===== config.mk =====
export PLATFORM = sky130hd
export DESIGN_NAME = mm4_seq
export DESIGN_NICKNAME = d
export VERILOG_FILES = /design/src/rtl/mm4_pkg.sv /design/src/rtl/mm4_seq.sv
export SDC_FILE = /design/constraint.sdc
export NUM_CORES = 1
export LEC_CHECK = 0
export ABC_AREA = 0
export BUFFER_PORTS_ARGS = -buffer_cell sky130_fd_sc_hd__buf_4
export CAP_MARGIN = 20
export CORE_MARGIN = 2
export CORE_UTILIZATION = 45
export CTS_CLUSTER_DIAMETER = 150
export DETAILED_ROUTE_END_ITERATION = 6
export GPL_ROUTABILITY_DRIVEN = 1
export PLACE_DENSITY = 0.6
export SYNTH_ARGS = -nofsm -noshare
export SYNTH_HDL_FRONTEND = slang
export SYNTH_SLANG_ARGS = --single-unit
export TNS_END_PERCENT = 20

===== constraint.sdc =====
create_clock -name clk -period 4.9 [get_ports clk]
set_clock_uncertainty 0.1 [all_clocks]
set_input_delay 0.735 -clock clk [delete_from_list [all_inputs] [get_ports clk]]
set_output_delay 0.735 -clock clk [all_outputs]
set_load 0.005 [all_outputs]

===== src/rtl/mm4_pkg.sv =====
// ----------------------------------------------------------------------------
// mm4_pkg
// Shared types and constants for the 4x4 fixed-point matrix multiplier.
// ----------------------------------------------------------------------------
package mm4_pkg;

	localparam int DATA_WIDTH_DEF = 32;
	localparam int FRAC_BITS_DEF  = 16;

	localparam int DIM   = 4;
	localparam int IDX_W = 2;

	// column index that carries the final column and starts a product
	localparam logic [IDX_W-1:0] LAST_COL = 2'd3;
	// last inner-product term and last partial product of one term
	localparam logic [IDX_W-1:0] LAST_K    = 2'd3;
	localparam logic [1:0]       LAST_PART = 2'd3;
	localparam logic [1:0]       FIRST_PART = 2'd0;
	localparam logic [IDX_W-1:0] FIRST_K    = 2'd0;

	// shift selector for partial products: 0, one half-width, two half-widths
	localparam logic [1:0] SH_NONE = 2'd0;
	localparam logic [1:0] SH_HALF = 2'd1;
	localparam logic [1:0] SH_FULL = 2'd2;

	// control side of the token that walks down the cell chain
	typedef struct packed {
		logic             valid;
		logic [IDX_W-1:0] col;   // product column being formed
		logic [IDX_W-1:0] k;     // inner-product term
		logic [1:0]       part;  // bit 0: half of A, bit 1: half of B
	} ctl_t;

	// finished-column flag out of a cell
	typedef struct packed {
		logic             done;
		logic [IDX_W-1:0] col;
	} res_ctl_t;

endpackage


===== src/rtl/mm4_seq.sv =====
// ----------------------------------------------------------------------------
// mm4_seq
// Holds B and, unless frozen, issues one token per cycle into the cell chain:
// 64 tokens per product, ordered column, term, partial product.
// ----------------------------------------------------------------------------
module mm4_seq #(
	parameter int DATA_WIDTH = mm4_pkg::DATA_WIDTH_DEF
) (
	input  logic                         clk,
	input  logic                         arst_n,
	input  logic                         adv,
	input  logic                         wr_en,
	input  logic [mm4_pkg::IDX_W-1:0]    wr_col,
	input  logic [4*DATA_WIDTH-1:0]      wr_data,
	input  logic                         start,
	output mm4_pkg::ctl_t                ctl_o,
	output logic [DATA_WIDTH-1:0]        b_o
);
	import mm4_pkg::*;

	localparam int CNT_W = 3 * IDX_W;

	logic [DATA_WIDTH-1:0] b_mem [DIM*DIM];
	logic                  run_q;
	logic [CNT_W-1:0]      cnt_q;
	ctl_t                  ctl_q;
	logic [DATA_WIDTH-1:0] b_q;

	// B[row][col] kept at {col, row}
	always_ff @(posedge clk) begin
		if (wr_en) begin
			for (int r = 0; r < DIM; r++) begin
				b_mem[{wr_col, IDX_W'(r)}] <= wr_data[r*DATA_WIDTH +: DATA_WIDTH];
			end
		end
		if (adv && run_q) begin
			b_q <= b_mem[cnt_q[CNT_W-1:2]];
		end
	end

	always_ff @(posedge clk or negedge arst_n) begin
		if (!arst_n) begin
			run_q <= 1'b0;
			cnt_q <= '0;
			ctl_q <= '0;
		end else if (start) begin
			run_q <= 1'b1;
			cnt_q <= '0;
			ctl_q <= '0;
		end else if (adv) begin
			ctl_q.valid <= run_q;
			ctl_q.col   <= cnt_q[CNT_W-1:CNT_W-IDX_W];
			ctl_q.k     <= cnt_q[2*IDX_W-1:IDX_W];
			ctl_q.part  <= cnt_q[1:0];
			if (run_q) begin
				cnt_q <= cnt_q + CNT_W'(1);
				if (&cnt_q) begin
					run_q <= 1'b0;
				end
			end
		end
	end

	assign ctl_o = ctl_q;
	assign b_o   = b_q;

endmodule


### After elaboration in Yosys (flattened, before gate mapping)

Memory sizes are Yosys's and may differ from the RTL's. A register that Yosys moved wholly into a read port is not among the register bits.
Index checks and enable logic that the tools add are counted.

| storage, ports and cells | value |
|---|---|
| output and inout port bits | 39 |
| memory bits (writable) | 512 |
| flip-flop bits (word level) | 14 |
| memories | 1 |

Memory list:

| memory | depth | width | read ports | clocked after Yosys merged registers in | write ports | RTL line | RTL |
|---|---|---|---|---|---|---|---|
| b_mem | 16 | 32 | 1 | 1 | 4 | mm4_seq.sv:23 | `logic [DATA_WIDTH-1:0] b_mem [DIM*DIM];` |

| cells by class | value |
|---|---|
| multiplexer cells | 11 |
| reduce and logical (&&, ||, !) cells | 5 |
| $add $sub $neg | 1 |

Operator list:

| operator | count |
|---|---|
| $mux W6 | 3 |
| $mux W7 | 2 |
| $add A6 B1 Y6 const B | 1 |
| $mux W1 | 6 |
| $reduce_and A6 Y1 | 1 |
| $reduce_bool A2 Y1 | 2 |
| $reduce_and A2 Y1 | 1 |
| $logic_and A1 B1 Y1 | 1 |

### Longest topological paths before layout

Gate-level depths: netlist of run 1.

| depth | value |
|---|---|
| depth in word-level cells | 5 |
| mapped depth | 7 |
| gate-level depth less buffers | 4 |

### Worst setup path after synthesis of run 1

No wires, ideal clock.

| path | value |
|---|---|
| path kind | in2reg |
| start | input wr_col[0] (netlist bit) |
| end | memory b_mem[0][0] (netlist bit), enable pin |
| arrival | 10.036 ns |
| setup slack | -6.036 ns |
| cell stages on the path | 1 |
| buffers on the path | 0 |
| data required time | 3.999 ns |
| path through | nor3b_1 |

RTL lines:

| element | RTL line | RTL |
|---|---|---|
| start, declared | mm4_seq.sv:13 | `input logic [mm4_pkg::IDX_W-1:0] wr_col,` |
| end, declared | mm4_seq.sv:23 |  |

==> flow_metrics.py, run 1 <==
metrics = {
    "hold_path": {
        "min_path_type": "primary input to flip-flop",
    },
    "critical_path": {
        "worst_ep_required_time_ns": 5.13,
        "worstSetupPathType": "flip-flop to flip-flop",
        "cp-endpoint": "b_o[6]",
        "rr_worst_depth": 4,
        "cp_slowest_stage_delay_ns": 0.93,
        "crit_cells": 4,
        "startpoint": "cnt_q[2]",
        "endpoint_kind": "flip-flop",
        "timing.rr.start": "cnt_q[2]",
        "path_cells": "buf_4 > mux4_2 > o22ai_1 > nor2_1",
        "worst-path-buf-inv": 1,
        "crit_fanout": 39,
        "crit_arrival_ns": 3.06,
        "path_delay_family": "flip-flops",
        "worstSetupStartpointType": "flip-flop",
        "slowest_stage": "dfrtp_4",
        "timing.rr.end": "b_o[6]",
        "r2r_setup_slack_ns": 2.08,
    },
    "timing": {
        "finalWorstPathRequiredPeriod_ns": 2.825,
        "max_freq_mhz": 354.0,
        "worst_pin_slew_ns": 0.8801,
        "setup_viol": 0,
        "finalCritPeriodShare": 0.5765,
        "maxSlewHeadroom": 0.4133,
        "fin_tns_setup_ns": 0,
        "slew_violations": 0,
        "final_hold_viol_count": 0,
        "rsz0062_at_grt": "no",
    },
    "pwr": {
        "p_leak_nw": 7.950,
        "power_mw": 10.09,
        "vdd_ir_drop_max_uv": 239.6,
        "powerDensity_nw_per_um2": 411.9,
    },
    "clocking": {
        "clk_pin_slew_worst_paths_ns": 0.06,
        "post_cts_buffers": 0,
        "cts_tree": "yes",
        "numCtsBuffers": 57,
        "clk_latency_ns": 0.59,
        "cts_max_path_buffers": 3,
        "cts_sinks": 558,
        "htreeDepth": 2,
        "cts_root_buf": "clkbuf_16",
    },
    "status": {
        "status": "finished, final reports clean",
    },
    "detailed_routing": {
        "routed_wl_mm": 40.91,
        "route.detailed.drc": 0,
        "wl_per_cell_um": 23.66,
        "drt-initial-drc-count": 659,
        "firstDrtPassIters": 5,
        "viasPerCell": 5.435,
        "drtAntennaViolNets": 0,
        "vias": 9397,
    },
    "final_layout": {
        "layout_common_cells": "edfxtp_1, buf_4, mux4_2",
        "nNetsFinal": 1216,
        "n_fill_cell": 3498,
        "final_common_cell": "edfxtp_1",
        "drive_gt1_frac": 0.3582,
        "area_delta_synth_final_pct": 18.27,
        "post-route-util": 0.5398,
    },
    "grt": {
        "grt_pass1_vias": 10040,
        "grt_pass1_wl_mm": 61.00,
        "grt_overflow": 0,
        "grt_start_max_net_pins": 129,
        "antenna_found_initial": 3,
        "grt_usage": 0.1746,
    },
    "flow_run": {
        "maxCapViolations": 0,
    },
    "placement": {
        "gp_congestion": 0.6991,
        "hpwl_mm": 23.25,
        "portBuffers": 173,
    },
    "yosys": {
        "syn_inst": 877,
        "synth-seq-area-share": 0.8056,
        "yosysUniqueCellTypes": 29,
        "ys.flop_type": "edfxtp_1",
        "yosys_warnings": 0,
        "syn_nets": 1013,
        "synth_edf_count": 544,
        "ys_ff_latch": 558,
        "avgSynthCellArea_um2": 23.62,
        "synthArstFlopShare": 0.02509,
        "syn-cell-area_um2": 20710,
    },
    "floorplanning": {
        "die_h_um": 218.5,
        "io_pins": 174,
        "die-area_um2": 47760,
        "coreArea_um2": 45380,
        "fp.dieW_um": 218.5,
        "rows": 78,
        "start_util": 0.4564,
    },
}
## registers in the layout (all words and copies together), names as in the netlist
| name | cells |
|---|---|
| cnt_q | 6 |
| b_mem | 512 |
| b_o | 32 |
| run_q | 1 |
| ctl_o | 7 |
## routing by layer
layer	track usage	wire, µm
met1	0.2239	16400
met2	0.3005	21210
met3	0.03507	2416
met4	0.05465	860
met5	0	27
## metrics by stage
| stage | instances | hold WS, ns | cell area, µm² | setup WS [ns] |
|---|---|---|---|---|
| 6_report | 1729 | 0.2391 | 24500 | 2.075 |
| 5_1_grt | 1729 | 0.2124 | 24500 | 1.803 |
| 3_5_place_dp | 1620 | 0.4215 | 22660 | 2.000 |
| 4_1_cts | 1728 | 0.2003 | 24490 | 1.981 |
| 3_3_place_gp | 1620 | 0.4057 | 22660 | 2.021 |
| 2_1_floorplan | 877 | 0.3394 | 20730 | 0.2535 |
## cells in the mapped netlist, types with 2 or more instances
cell	count	area, µm²
dfrtp_1	14	350.3
nor2_1	41	153.9
a21oi_1	5	25.02
buf_2	6	30.03
mux2i_1	6	60.06
buf_4	15	112.6
xor2_1	2	17.52
or3_1	2	12.51
o21ai_0	3	15.01
nand2b_1	4	25.02
nand3_1	5	25.02
mux4_2	124	2793
o22ai_1	64	400.4
edfxtp_1	544	16340
clkbuf_1	15	56.30
mux4_1	4	105.1
buf_6	7	78.83
nand2_1	5	18.77
## worst register-to-register path, delay by kind of cell (launching register included)
kind | cells | cell delay (ns)
flip-flops | 1 | 0.93
buffers and inverters | 1 | 0.68
multiplexers | 1 | 0.61
AO/OA/AOI/OAI | 1 | 0.18
AND/OR/NAND/NOR | 1 | 0.06
## logic make-up after synthesis
logic type	Yosys count	synth area share
buffers and inverters	47	0.01546
multiplexers	134	0.1428
flip-flops	558	0.8056
AO/OA/AOI/OAI	73	0.02162
adder cells (fa/ha/maj)	1	0.0006040
AND/OR/NAND/NOR	62	0.01311
XOR/XNOR	2	0.0008458
## final cells by class
| class | count | area (µm²) | area share |
|---|---|---|---|
| Clock buffer | 69 | 1514 | 0.06180 |
| Sequential cell | 558 | 16700 | 0.6816 |
| Tap cell | 600 | 750.7 | 0.03065 |
| Multi-Input combinational cell | 272 | 3742 | 0.1528 |
| Antenna cell | 1 | 2.502 | 0.0001022 |
| Timing Repair Buffer | 190 | 1479 | 0.06037 |
| Clock inverter | 38 | 307.8 | 0.01256 |
| Inverter | 1 | 3.754 | 0.0001532 |
## worst min-delay path by stage
stage,endpoint,depth (start not counted),startpoint
2_1_floorplan,cnt_q[0],0,arst_n
3_3_place_gp,ctl_o[0],2,ctl_o[0]
3_5_place_dp,ctl_o[2],2,ctl_o[2]
4_1_cts,b_mem[9][30],1,wr_data[62]
5_1_grt,b_mem[2][25],1,wr_data[89]
6_report,b_mem[2][25],1,wr_data[89]
## power breakdown
| group | leakage [nW] | internal (mW) | total (mW) | switching, mW |
|---|---|---|---|---|
| combinational | 1.86 | 0.180 | 0.367 | 0.187 |
| clock | 0.892 | 2.45 | 4.17 | 1.72 |
| sequential | 5.20 | 5.49 | 5.55 | 0.0604 |
| total | 7.95 | 8.12 | 10.1 | 1.97 |
## repair_timing
item	4_1_cts	5_1_grt
resized for setup	0	0
endpoints found under the hold margin	14	0
hold buffers	1	0
Note: power is estimated with default switching activity, not from simulation.
==> run 2, diff against run 1 <==
--- a/config.mk
+++ b/config.mk
@@ -13,7 +13,7 @@
 export CTS_CLUSTER_DIAMETER = 150
 export DETAILED_ROUTE_END_ITERATION = 6
 export GPL_ROUTABILITY_DRIVEN = 1
-export PLACE_DENSITY = 0.6
+export PLACE_DENSITY = 0.62
 export SYNTH_ARGS = -nofsm -noshare
 export SYNTH_HDL_FRONTEND = slang
 export SYNTH_SLANG_ARGS = --single-unit
==> constraint.sdc (replaced) <==
create_clock -name clk -period 2.4 [get_ports clk]
set_clock_uncertainty 0.1 [all_clocks]
set_input_delay 0.36 -clock clk [delete_from_list [all_inputs] [get_ports clk]]
set_output_delay 0.36 -clock clk [all_outputs]
set_load 0.005 [all_outputs]
==> run 2 against run 1 <==
Against the previous run:
- total power grew 100%
- critical endpoint is now b_o[18]
- worst setup slack lost 1.7 ns
- combinational power grew to 2.6 times the previous value
- sequential share of layout area shrank 3.7 points
- worst hold slack lost 0.18 ns
- sequential power grew 100%
- register-to-register slack lost 1.7 ns
==> flow_metrics.py, run 2 (synthesis gave the netlist of run 1 again) <==
metrics = {
    "status": {
        "status": "finished, final reports clean",
    },
    "floorplanning": {
        "rows": 78,
        "io_pins": 174,
        "coreArea_um2": 45380,
        "start_util": 0.4564,
        "fp.dieW_um": 218.5,
        "die_h_um": 218.5,
        "die-area_um2": 47760,
    },
    "grt": {
        "grt_start_max_net_pins": 69,
        "grt_pass1_wl_mm": 64.98,
        "grt_usage": 0.1840,
        "antenna_found_initial": 2,
        "grt_overflow": 0,
        "grt_pass1_vias": 10660,
    },
    "detailed_routing": {
        "wl_per_cell_um": 23.01,
        "vias": 10060,
        "route.detailed.drc": 0,
        "routed_wl_mm": 42.96,
        "viasPerCell": 5.387,
        "firstDrtPassIters": 5,
        "drtAntennaViolNets": 0,
        "drt-initial-drc-count": 762,
    },
    "pwr": {
        "p_leak_nw": 8.526,
        "vdd_ir_drop_max_uv": 592.7,
        "powerDensity_nw_per_um2": 780.4,
    },
    "placement": {
        "gp_congestion": 0.7378,
        "placedCellCount": 1638,
        "portBuffers": 173,
        "hpwl_mm": 25.87,
        "dp_slack_ns": 0.3715,
    },
    "critical_path": {
        "worst_ep_required_time_ns": 2.64,
        "rr_worst_depth": 4,
        "worstSetupStartpointType": "flip-flop",
        "crit_fanout": 65,
        "worstSetupPathType": "flip-flop to flip-flop",
        "r2r_setup_slack_ns": 0.38,
        "endpoint_kind": "flip-flop",
        "crit_arrival_ns": 2.26,
    },
    "clocking": {
        "cts_root_buf": "clkbuf_16",
        "cts_sinks": 558,
        "cts_resized": 0,
        "cts_tree": "yes",
        "htreeDepth": 2,
        "postCtsHoldBufs": 130,
        "post_cts_buffers": 0,
        "cts_max_path_buffers": 3,
        "numCtsBuffers": 57,
        "clk_pin_slew_worst_paths_ns": 0.06,
        "clk_latency_ns": 0.60,
    },
    "timing": {
        "setup_slack_ns": 0.3752,
        "rsz0062_at_grt": "no",
        "worst_pin_slew_ns": 0.5017,
        "slew_violations": 0,
        "setup_viol": 0,
        "final_hold_viol_count": 0,
        "finalWorstPathRequiredPeriod_ns": 2.025,
        "finalCritPeriodShare": 0.8437,
        "max_freq_mhz": 493.9,
        "maxSlewHeadroom": 0.6655,
    },
    "final_layout": {
        "regMostFlops": "b_mem",
        "n_fill_cell": 3375,
        "drive_gt1_frac": 0.3223,
        "layout_common_cells": "edfxtp_1, buf_4, dlygate4sd3_1",
        "stdcell_count": 1867,
        "largest_reg_flops": 512,
        "final_common_cell": "edfxtp_1",
        "area_delta_synth_final_pct": 25.13,
        "nNetsFinal": 1363,
    },
    "flow_run": {
        "maxCapViolations": 0,
    },
    "hold_path": {
        "min_path_type": "primary input to flip-flop",
        "hold_depth": 3,
    },
}
## run 2: layer usage
metal	up-vias	global-route usage	part of all wire
met1	5272	0.2445	0.42
li1	4446	-	-
met4	2	0.04422	0.017
met3	60	0.03758	0.054
met2	277	0.3136	0.51
met5	-	0	0.00026
## run 2: metrics by stage
step	area [µm²]	utilization	total power, mW	hold WS, ns	setup TNS (ns)
2_1_floorplan	20730	-	11.84	-0.03559	-686.48
3_3_place_gp	22970	0.5062	12.32	0.1246	0
3_5_place_dp	22970	0.5062	12.35	0.1247	0
4_1_cts	25920	0.5711	20.45	0.01757	0
5_1_grt	25920	0.5712	20.94	0.03915	0
6_report	25920	0.5712	20.23	0.05644	0
## run 2: worst paths after layout
check                          from        to
max                        cnt_q[3]   b_o[18]
min                             adv  cnt_q[1]
min reg2reg                ctl_o[1]  ctl_o[1]
max in group asynchronous    arst_n  cnt_q[3]
min in group asynchronous    arst_n  cnt_q[5]
max reg2reg                cnt_q[3]   b_o[18]
## run 2: final cells by class
class,count,area (µm²),area share
repair buffers,337,3080,0.1188
multi-input cells,272,3742,0.1444
well taps,600,750.7,0.02896
flip-flops and latches,558,16700,0.6442
inverters,1,3.754,0.0001448
clock inverters,26,160.2,0.006179
diodes,1,2.502,0.00009654
clock buffers,72,1483,0.05720
## run 2: where the power goes
part	switching [mW]	leakage, nW	internal (mW)	total [mW]
registers	0.120	5.20	11.2	11.3
clock network	3.41	0.796	4.52	7.93
logic	0.442	2.53	0.524	0.966
## run 2: critical path, stage by stage, from the launching register on
cell and delay (ns):
dfrtp_4 0.44, buf_12 0.33, mux4_2 0.56, o22ai_1 0.16
nor2_1 0.07
