File: config.mk
export PLATFORM = sky130hd
export DESIGN_NAME = mm4_cell
export DESIGN_NICKNAME = d
export VERILOG_FILES = /design/src/rtl/mm4_pkg.sv /design/src/rtl/mm4_cell.sv
export SDC_FILE = /design/constraint.sdc
export NUM_CORES = 1
export LEC_CHECK = 0
export BUFFER_PORTS_ARGS = -buffer_cell sky130_fd_sc_hd__clkbuf_2
export CAP_MARGIN = 40
export CORE_ASPECT_RATIO = 1.5
export CORE_UTILIZATION = 65
export DETAILED_ROUTE_END_ITERATION = 16
export GPL_TIMING_DRIVEN = 0
export PLACE_DENSITY = 0.9
export SETUP_SLACK_MARGIN = 0.05
export SYNTH_ARGS = -nofsm -noshare
export SYNTH_HDL_FRONTEND = slang
export SYNTH_SLANG_ARGS = --single-unit
File: constraint.sdc
create_clock -name clk -period 17.54 [get_ports clk]
set_input_delay 0.877 -clock clk [delete_from_list [all_inputs] [get_ports clk]]
set_output_delay 0.877 -clock clk [all_outputs]
set_load 0.02 [all_outputs]
File: src/rtl/mm4_pkg.sv
// ----------------------------------------------------------------------------
// mm4_pkg
// Shared types and constants for the 4x4 fixed-point matrix multiplier.
// ----------------------------------------------------------------------------
package mm4_pkg;

	localparam int DATA_WIDTH_DEF = 32;
	localparam int FRAC_BITS_DEF  = 16;

	localparam int DIM   = 4;
	localparam int IDX_W = 2;

	// column index that carries the final column and starts a product
	localparam logic [IDX_W-1:0] LAST_COL = 2'd3;
	// last inner-product term and last partial product of one term
	localparam logic [IDX_W-1:0] LAST_K    = 2'd3;
	localparam logic [1:0]       LAST_PART = 2'd3;
	localparam logic [1:0]       FIRST_PART = 2'd0;
	localparam logic [IDX_W-1:0] FIRST_K    = 2'd0;

	// shift selector for partial products: 0, one half-width, two half-widths
	localparam logic [1:0] SH_NONE = 2'd0;
	localparam logic [1:0] SH_HALF = 2'd1;
	localparam logic [1:0] SH_FULL = 2'd2;

	// control side of the token that walks down the cell chain
	typedef struct packed {
		logic             valid;
		logic [IDX_W-1:0] col;   // product column being formed
		logic [IDX_W-1:0] k;     // inner-product term
		logic [1:0]       part;  // bit 0: half of A, bit 1: half of B
	} ctl_t;

	// finished-column flag out of a cell
	typedef struct packed {
		logic             done;
		logic [IDX_W-1:0] col;
	} res_ctl_t;

endpackage

File: src/rtl/mm4_cell.sv
// ----------------------------------------------------------------------------
// mm4_cell
// One row cell: holds a row of A, runs a split multiply-accumulate on the
// tokens passing by, finishes one product entry per column.
// ----------------------------------------------------------------------------
module mm4_cell #(
	parameter int DATA_WIDTH = mm4_pkg::DATA_WIDTH_DEF,
	parameter int FRAC_BITS  = mm4_pkg::FRAC_BITS_DEF
) (
	input  logic                         clk,
	input  logic                         arst_n,
	input  logic                         adv,
	input  logic                         wr_en,
	input  logic [mm4_pkg::IDX_W-1:0]    wr_col,
	input  logic [DATA_WIDTH-1:0]        wr_data,
	input  mm4_pkg::ctl_t                ctl_i,
	input  logic [DATA_WIDTH-1:0]        b_i,
	output mm4_pkg::ctl_t                ctl_o,
	output logic [DATA_WIDTH-1:0]        b_o,
	output mm4_pkg::res_ctl_t            res_ctl_o,
	output logic [DATA_WIDTH-1:0]        res_o
);
	import mm4_pkg::*;

	localparam int H  = (DATA_WIDTH + 1) / 2;
	localparam int PW = 2 * H + 2;
	localparam int AW = 2 * DATA_WIDTH + 2;

	logic [DATA_WIDTH-1:0] a_q [DIM];

	ctl_t                  tok_ctl_q;
	logic [DATA_WIDTH-1:0] tok_b_q;

	ctl_t                  ctl_s1;
	logic signed [PW-1:0]  prod_s1;
	logic [1:0]            sh_s1;

	ctl_t                  ctl_s2;
	logic signed [AW-1:0]  acc_s2;

	res_ctl_t              res_ctl_q;
	logic [DATA_WIDTH-1:0] res_q;

	logic [DATA_WIDTH-1:0] a_sel;
	logic signed [H:0]     op_a;
	logic signed [H:0]     op_b;
	logic signed [AW-1:0]  ext;
	logic signed [AW-1:0]  addend;
	logic signed [AW-1:0]  shifted;
	logic                  fits;
	logic [DATA_WIDTH-1:0] sat;

	// operand halves: low half unsigned, high half signed
	always_comb begin
		a_sel = a_q[ctl_i.k];
		if (ctl_i.part[0]) begin
			op_a = (H+1)'($signed(a_sel[DATA_WIDTH-1:H]));
		end else begin
			op_a = $signed({1'b0, a_sel[H-1:0]});
		end
		if (ctl_i.part[1]) begin
			op_b = (H+1)'($signed(b_i[DATA_WIDTH-1:H]));
		end else begin
			op_b = $signed({1'b0, b_i[H-1:0]});
		end
	end

	always_comb begin
		ext = AW'(prod_s1);
		unique case (sh_s1)
			SH_NONE: addend = ext;
			SH_HALF: addend = ext <<< H;
			SH_FULL: addend = ext <<< (2 * H);
			default: addend = ext;
		endcase
	end

	// scale down and clamp to the data range
	always_comb begin
		shifted = acc_s2 >>> FRAC_BITS;
		fits    = (&shifted[AW-1:DATA_WIDTH-1]) || !(|shifted[AW-1:DATA_WIDTH-1]);
		if (fits) begin
			sat = shifted[DATA_WIDTH-1:0];
		end else if (acc_s2[AW-1]) begin
			sat = {1'b1, {(DATA_WIDTH-1){1'b0}}};
		end else begin
			sat = {1'b0, {(DATA_WIDTH-1){1'b1}}};
		end
	end

	always_ff @(posedge clk) begin
		if (wr_en) begin
			a_q[wr_col] <= wr_data;
		end
	end

	always_ff @(posedge clk or negedge arst_n) begin
		if (!arst_n) begin
			tok_ctl_q <= '0;
			ctl_s1    <= '0;
			ctl_s2    <= '0;
			res_ctl_q <= '0;
		end else if (adv) begin
			tok_ctl_q <= ctl_i;
			ctl_s1    <= ctl_i;
			ctl_s2    <= ctl_s1;
			res_ctl_q.done <= ctl_s2.valid && ctl_s2.k == LAST_K && ctl_s2.part == LAST_PART;
			res_ctl_q.col  <= ctl_s2.col;
		end
	end

	always_ff @(posedge clk) begin
		if (adv) begin
			tok_b_q <= b_i;
			prod_s1 <= op_a * op_b;
			sh_s1   <= {1'b0, ctl_i.part[0]} + {1'b0, ctl_i.part[1]};
			if (ctl_s1.valid) begin
				if (ctl_s1.k == FIRST_K && ctl_s1.part == FIRST_PART) begin
					acc_s2 <= addend;
				end else begin
					acc_s2 <= acc_s2 + addend;
				end
			end
			if (ctl_s2.valid && ctl_s2.k == LAST_K && ctl_s2.part == LAST_PART) begin
				res_q <= sat;
			end
		end
	end

	assign ctl_o     = tok_ctl_q;
	assign b_o       = tok_b_q;
	assign res_ctl_o = res_ctl_q;
	assign res_o     = res_q;

endmodule

### Yosys cells after proc, flatten, opt, wreduce, memory -nomap -nowiden

Memories as Yosys holds them, arrays and structs flattened.
Index checks and enable logic that the tools add are counted.

* flip-flop bits (word level): 183
* bits in latches: 0
* memory bits (writable): 128
* memory bits (read-only): 0
* input bits: 77
* output and inout port bits: 74
* word-level logic and storage cells: 42
* memories kept: 1

Memory list
* a_q: depth 4, width 32, rd ports 1, clocked after memory_dff 0, write ports 1, RTL line mm4_cell.sv:29 `logic [DATA_WIDTH-1:0] a_q [DIM];`

* add/subtract/negate cells: 2
* multiply operators: 1
* div/mod/pow operators: 0
* $lt $le $gt $ge: 0
* eq/ne operators: 4
* shifts and indexed selects: 0
* muxes and demuxes: 8
* bitwise operators: 0
* reduce and logical (&&, ||, !) cells: 11

Operator list (count)
* 65-bit case mux with 2 select lines: 1
* 66-bit adder: 1
* 66-bit two-way mux: 1
* 32-bit two-way mux: 2
* 17-bit by 17-bit multiplier with 34-bit output: 1
* 17-bit two-way mux: 2
* 19-bit AND reduction: 1
* 19-bit OR reduction: 1
* 2-bit equality test, second input constant: 3
* 2-bit zero test: 2
* 2-bit AND reduction: 2
* 1-bit logical AND: 3
* 1-bit by 1-bit adder with 2-bit output: 1
* 2-bit by 1-bit equality test with 1-bit output, second input constant: 1
* 1-bit two-way mux: 2
* 1-bit zero test: 1
* 1-bit logical OR: 1

### Logic depth before layout (Yosys ltp)

Gate-level depths: netlist (run 1).

* depth after elaboration: 4
* gate-level depth with buffers: 32
* gate-level depth less buffers: 30

### Worst setup path after synthesis (run 1)

No wires, ideal clock.

* path type: in2reg
* start point: input ctl_i[2] (netlist bit)
* end point: register prod_s1[33] (data pin)
* setup time: 0.260 ns
* arrival time: 7.894 ns
* required time: 17.280 ns
* path slack: 9.386 ns
* cell stages on the path: 28
* buffers on the path: 3
* cells stage by stage: clkbuf_1 > buf_1 > mux2_2 > o211ai_1 > clkbuf_1 > nor2_1 > fa_1 > inv_1 > fa_1 > fa_1 > fa_1 > inv_1 > fa_1 > fa_1 > ha_1 > a21o_1 > a21o_1 > a21o_1 > a21o_1 > a21oi_1 > nor2b_1 > o21ai_0 > nand2b_1 > o21ai_0 > a21oi_1 > o21a_1 > nor2_1 > xnor2_1

* longest elaborated chain between the ends: 3

RTL lines
* start, declared: RTL line mm4_cell.sv:16 `input mm4_pkg::ctl_t ctl_i,`
* memory read 4 x 32 bit
* 17-bit two-way mux: RTL line mm4_cell.sv:56 `if (ctl_i.part[0]) begin`
* 17-bit by 17-bit multiplier with 34-bit output: RTL line mm4_cell.sv:115 `prod_s1 <= op_a * op_b;`
* end signal, assigned: RTL line mm4_cell.sv:115
* end, declared: RTL line mm4_cell.sv:35 `logic signed [PW-1:0] prod_s1;`

No other way between the ends.
A chain may end at the register's enable or synchronous reset.

### Worst setup path after layout (run 1)

* start point: input ctl_i[2] (netlist bit)
* end point: register prod_s1[27] (data pin)

Same word-level chain as after synthesis.

==> flow_summary.toml, run 1 <==
[final_layout]
multi_input_area_sq_um = 15900
final_util_pct = 73.1
area_delta_synth_final_pct = 10.4
fin_cells = 3211
diodes = 0
num-fill-cells = 2830
nets = 3208
drive_above_1_share_pct = 12.8
register_area_sq_um = 9250

[synthesis]
synth_area_leaders = "edfxtp_1 (33%), fa_1 (22%), ha_1 (7.2%)"
yosysSeqAreaShare_pct = 34.6
avgSynthCellArea_sq_um = 10.8
synth_cell_types = 71
async_flop_share_pct = 5.47
synth_cells = 2463
synth_top_area_share_pct = 33.1
ys.flop_type = "edfxtp_1"
syn_area_sq_um = 26700
ys_ff_latch = 311
ys_warn_count = 0
synth_top_area_cell = "edfxtp_1"
synth.most_common_cell = "inv_1"
syn_nets = 2990
synth-edff-count = 294
netlist_top_cells_count = "inv_1 (318), fa_1 (297), edfxtp_1 (294)"

[floorplanning]
ioPinCount = 151
die_h_um = 250
core_sq_um = 40300
die_area_sq_um = 41900
start_util_pct = 66.3
die_x_um = 168
num_rows = 90

[detailed_routing]
drc = 0
vias = 19991
via_per_inst = 6.23
wl_per_cell_um = 23.8
ant_nets = 0
drt-initial-drc-count = 1679
routed_wl_mm = 76.5
firstDrtPassIters = 6

[cts]
post-cts-setup-buffer-count = 0
clk_pin_slew_worst_paths_ns = 0.07
post_cts_resized = 0
htree_levels = 1
cts_root_buffer = "clkbuf_16"
cts_buffer_depth = 3
cts_sinks = 311
clk_latency_ns = 0.60
cts_buffers = 30
hold_buffers = 0
cts_tree = "yes"

[timing]
slew_violations = 0
fmax_ghz = 0.116
final.period_utilization_pct = 49.3
max-slew-margin-rel_pct = 34.9
rsz0062_at_grt = "no"
hold_viol = 0
tns_ns = 0
worst_pin_slew_ns = 0.977
finalCriticalPeriod_ns = 8.65
fin_skew_ns = 0.0219
finalSetupViolCount = 0

[placed_design]
hpwl_mm = 61.8
dp.cells = 3153
place_congestion = 1.01
io_buffers = 148

[global_routing]
grt_max_degree = 67
grt_first_pass_wirelength_mm = 118
first_global_vias = 21555
antenna_found_initial = 0
grt_use_total_pct = 37.9
overflow = 0

[critical_path]
path_class = "in2reg"
cpMaxStageDelayCell = "clkbuf_1"
start_kind = "input port"
crit_path_end_kind = "flop"
cp_common_cell = "fa_1"
path_max_fanout = 10
critPathArrivalTime_ns = 8.98
reg2regPathDepth = 26
required_ns = 17.87
critPathMaxStageDelay_ns = 0.54

[run_status]
status = "complete, no violations"

[worst_hold_path]
hold_class = "in2async"

[flow_run]
max_cap_violations = 0
-- placed cells by master, fill, tap and decap left out, types with 17 or more instances in the layout --
cell type    n
a21o_1      91
clkbuf_16   31
clkbuf_2   147
and2_1      22
dfrtp_1     17
nand2b_1    24
mux2_2      41
clkbuf_1    86
a21oi_1    158
nor2_1     261
xor2_1      37
mux2i_1     32
nand2_1    220
nand4_1     19
o21ai_0     59
buf_4       27
ha_1       153
fa_1       297
edfxtp_1   294
xnor2_1     58
and3_1      17
inv_1      318
mux4_2      30
-- critical path: cells and delay by family --
family                   cells  cell delay (ns)
adder cells (fa/ha/maj)      7             2.89
XOR/XNOR                     1             0.15
multiplexers                 2             0.97
AO/OA/AOI/OAI                8             1.68
buffers and inverters        7             1.83
AND/OR/NAND/NOR              4             0.55
-- path summary, 6_finish.rpt --
path / start / slack (ns) / to
max reg2reg: a_q[3][17]$_DFFE_PP_ / 9.87 / prod_s1[27]$_DFFE_PP_
max: ctl_i[2] / 8.89 / prod_s1[27]$_DFFE_PP_
min: arst_n / 0.21 / ctl_s1[4]$_DFFE_PN0P_
min reg2reg: ctl_s2[6]$_DFFE_PN0P_ / 0.48 / ctl_s2[6]$_DFFE_PN0P_
max in group asynchronous: arst_n / 17.04 / ctl_s2[5]$_DFFE_PN0P_
min in group clk: b_i[1] / 0.48 / b_o[1]$_DFFE_PP_
-- registers in the layout, indices dropped and copies added (netlist names), 3 cells and up --
signal,flops
acc_s2,66
ctl_s2,7
b_o,32
res_ctl_o,3
a_q,128
ctl_s1,7
res_o,32
prod_s1,34
-- routing by layer --
layer	vias up	GRT usage, %	share of wire (%)
met3	393	5.06	6.0
li1	8802	-	-
met4	0	34.8	11
met5	-	0	0
met1	9805	37.3	31
met2	991	68.4	51
-- metrics by stage --
| stage | setup WS (ns) | hold slack, ns | instance area, sq um |
|---|---|---|---|
| finish | 8.89 | 0.212 | 29500 |
| floorplan | 9.39 | 0.449 | 26700 |
| global route | 8.56 | 0.238 | 29500 |
| CTS | 8.60 | 0.196 | 29500 |
| global placement | 7.85 | 0.464 | 28100 |
| detailed placement | 8.05 | 0.470 | 28500 |
-- cell type report --
cell class	count	area share, %
buffer	99	1.30
multi-input combinational	1734	53.9
clock buffer	34	2.67
timing repair buffer	186	3.80
clock inverter	22	0.700
sequential	311	31.4
tap	506	2.15
inverter	319	4.06
-- kinds of logic after synthesis --
family | after synthesis | synth area share [%]
XOR/XNOR | 95 | 3.12
AO/OA/AOI/OAI | 446 | 10.9
AND/OR/NAND/NOR | 638 | 10.4
multiplexers | 105 | 5.54
adder cells (fa/ha/maj) | 450 | 29.4
flip-flops | 311 | 34.6
buffers and inverters | 418 | 5.92
Power of run 1 is left out: the tool's default activity adds up to more than one toggle a clock period on the data nets, which glitch-free logic cannot reach.
==> run 2: changes to the inputs <==
--- a/config.mk
+++ b/config.mk
@@ -8,10 +8,10 @@
 export BUFFER_PORTS_ARGS = -buffer_cell sky130_fd_sc_hd__clkbuf_2
 export CAP_MARGIN = 40
 export CORE_ASPECT_RATIO = 1.5
-export CORE_UTILIZATION = 65
+export CORE_UTILIZATION = 63
 export DETAILED_ROUTE_END_ITERATION = 16
 export GPL_TIMING_DRIVEN = 0
-export PLACE_DENSITY = 0.9
+export PLACE_DENSITY = 0.88
 export SETUP_SLACK_MARGIN = 0.05
 export SYNTH_ARGS = -nofsm -noshare
 export SYNTH_HDL_FRONTEND = slang
==> constraint.sdc (replaced) <==
create_clock -name clk -period 8.8 [get_ports clk]
set_input_delay 0.44 -clock clk [delete_from_list [all_inputs] [get_ports clk]]
set_output_delay 0.44 -clock clk [all_outputs]
set_load 0.02 [all_outputs]
==> run 2 against run 1 <==
  * Routed wire length decreased by 2.5%
  * Sequential cell count unchanged
  * First-iteration DRC count decreased by 20%
  * Worst hold slack got worse by 0.17 ns
  * Cell count increased by 1.7%
  * Design area increased by 0.28%
  * Via count decreased by 0.59%
  * Non-clock buffer count decreased by 3
  * Die area increased by 3.1%
  * Critical path depth decreased by 3
  * Clock skew decreased by 0.0040 ns
==> flow_summary.toml, run 2 (same netlist as run 1, synthesis figures left out) <==
[run_status]
status = "complete, no violations"

[detailed_routing]
drt-initial-drc-count = 1339
vias = 19874
via_per_inst = 6.09
ant_nets = 0
routed_wl_mm = 74.7
wl_per_cell_um = 22.9
firstDrtPassIters = 6
drc = 0

[critical_path]
path_class = "in2reg"
crit_path_end_kind = "flop"
r2r_end = "prod_s1[33]$_DFFE_PP_"
regToRegStartpoint = "a_q[0][31]$_DFFE_PP_"
critical_path.startpoint = "ctl_i[0]"
critPathArrivalTime_ns = 8.59
r2r_setup_slack_ns = 1.07
start_kind = "input port"
reg2regPathDepth = 26
required_ns = 9.17
path_max_fanout = 10

[cts]
clk_pin_slew_worst_paths_ns = 0.07
cts_buffers = 30
cts_tree = "yes"
post-cts-setup-buffer-count = 0
cts_root_buffer = "clkbuf_16"
htree_levels = 1
clk_latency_ns = 0.60
cts_sinks = 311
cts_buffer_depth = 3

[floorplanning]
core_sq_um = 41900
die_x_um = 170
die_area_sq_um = 43200
start_util_pct = 63.7
ioPinCount = 151
num_rows = 92
die_h_um = 254

[final_layout]
drive_above_1_share_pct = 12.5
multi_input_area_sq_um = 15900
final_common_cell = "inv_1"
final_cell_mix = "inv_1 (318), fa_1 (297), edfxtp_1 (294)"
largest-register = "a_q"
register_area_sq_um = 9250
nets = 3205
design_area_sq_um = 29600
area_delta_synth_final_pct = 10.7
top_regs = "a_q (128), acc_s2 (66), prod_s1 (34)"
largest_register_ffs = 128
num-fill-cells = 3101

[timing]
setup_slack_ns = 0.577
slew_violations = 0
hold_viol = 0
rsz0062_at_grt = "no"
final.period_utilization_pct = 93.4
finalCriticalPeriod_ns = 8.22
finalSetupViolCount = 0
worst_pin_slew_ns = 0.906
fmax_ghz = 0.122
fin_skew_ns = 0.0179
max-slew-margin-rel_pct = 37.9
whs_ns = 0.0392

[global_routing]
grt_use_total_pct = 35.8
grt_max_degree = 67
antenna_found_initial = 0
first_global_vias = 21277
overflow = 0
grt_first_pass_wirelength_mm = 115

[worst_hold_path]
hold_depth = 1
hold_start = "b_i[17]"
hold_class = "in2reg"
hold_end = "b_o[17]$_DFFE_PP_"

[placed_design]
place_area_sq_um = 28500
hpwl_mm = 60.4
io_buffers = 148
dp_slack_ns = -0.0208
place_congestion = 1.01

[flow_run]
max_cap_violations = 0
[run 2: worst max-delay path, cell delays in order]
cell	delay (ns)
clkbuf_2	0.16
clkbuf_1	0.33
clkbuf_1	0.66
buf_1	0.70
mux2_2	0.53
nand2_1	0.12
fa_1	0.48
fa_1	0.49
fa_1	0.54
inv_1	0.05
fa_1	0.55
fa_1	0.50
inv_1	0.06
fa_1	0.49
inv_1	0.05
ha_1	0.34
nand3_1	0.14
a211o_1	0.34
a31o_2	0.29
a21o_1	0.18
a21boi_1	0.23
o211ai_1	0.19
nand3_1	0.15
a31o_2	0.16
a21oi_1	0.08
xnor2_1	0.33
[run 2: layout make-up]
type,instances,share of cell area (%)
antenna,1,0.00847
buffer,99,1.30
clock buffer,36,2.69
clock inverter,19,0.732
inverter,319,4.05
multi-input combinational,1734,53.8
sequential,311,31.3
tap,564,2.39
timing repair buffer,183,3.75
[run 2: per-layer routing]
layer | share of wire, % | global-route usage, % | vias to the layer above | wire length [um]
met1 | 32 | 35.2 | 9818 | 24000
met3 | 5.5 | 4.81 | 341 | 4070
met2 | 52 | 66.1 | 912 | 39100
met5 | 0 | 0 | - | 0
met4 | 10 | 29.8 | 0 | 7470
li1 | - | - | 8803 | -
[run 2: per-stage QoR]
step	util [%]	setup TNS, ns	instances
4_1_cts	70.5	0	3264
3_3_place_gp	67.2	-2.38	3175
3_5_place_dp	68.1	-0.0208	3208
6_report	70.6	0	3266
5_1_grt	70.5	0	3265
2_1_floorplan	-	0	2463
[run 2: worst max-delay path by stage]
stage / end / slack, ns / depth (start not counted)
after detailed placement: prod_s1[32]$_DFFE_PP_ / -0.02 / 26
after global routing: prod_s1[33]$_DFFE_PP_ / 0.20 / 28
after CTS: prod_s1[33]$_DFFE_PP_ / 0.60 / 28
after floorplan: prod_s1[33]$_DFFE_PP_ / 1.08 / 28
after global placement: prod_s1[27]$_DFFE_PP_ / -0.50 / 27
final: prod_s1[32]$_DFFE_PP_ / 0.58 / 26
[run 2: repair_timing]
item / CTS / global route
hold buffers: 1 / 0
hold endpoints to repair: 17 / 0
resized for setup: 0 / 0
Power of run 2 is left out for the same reason.
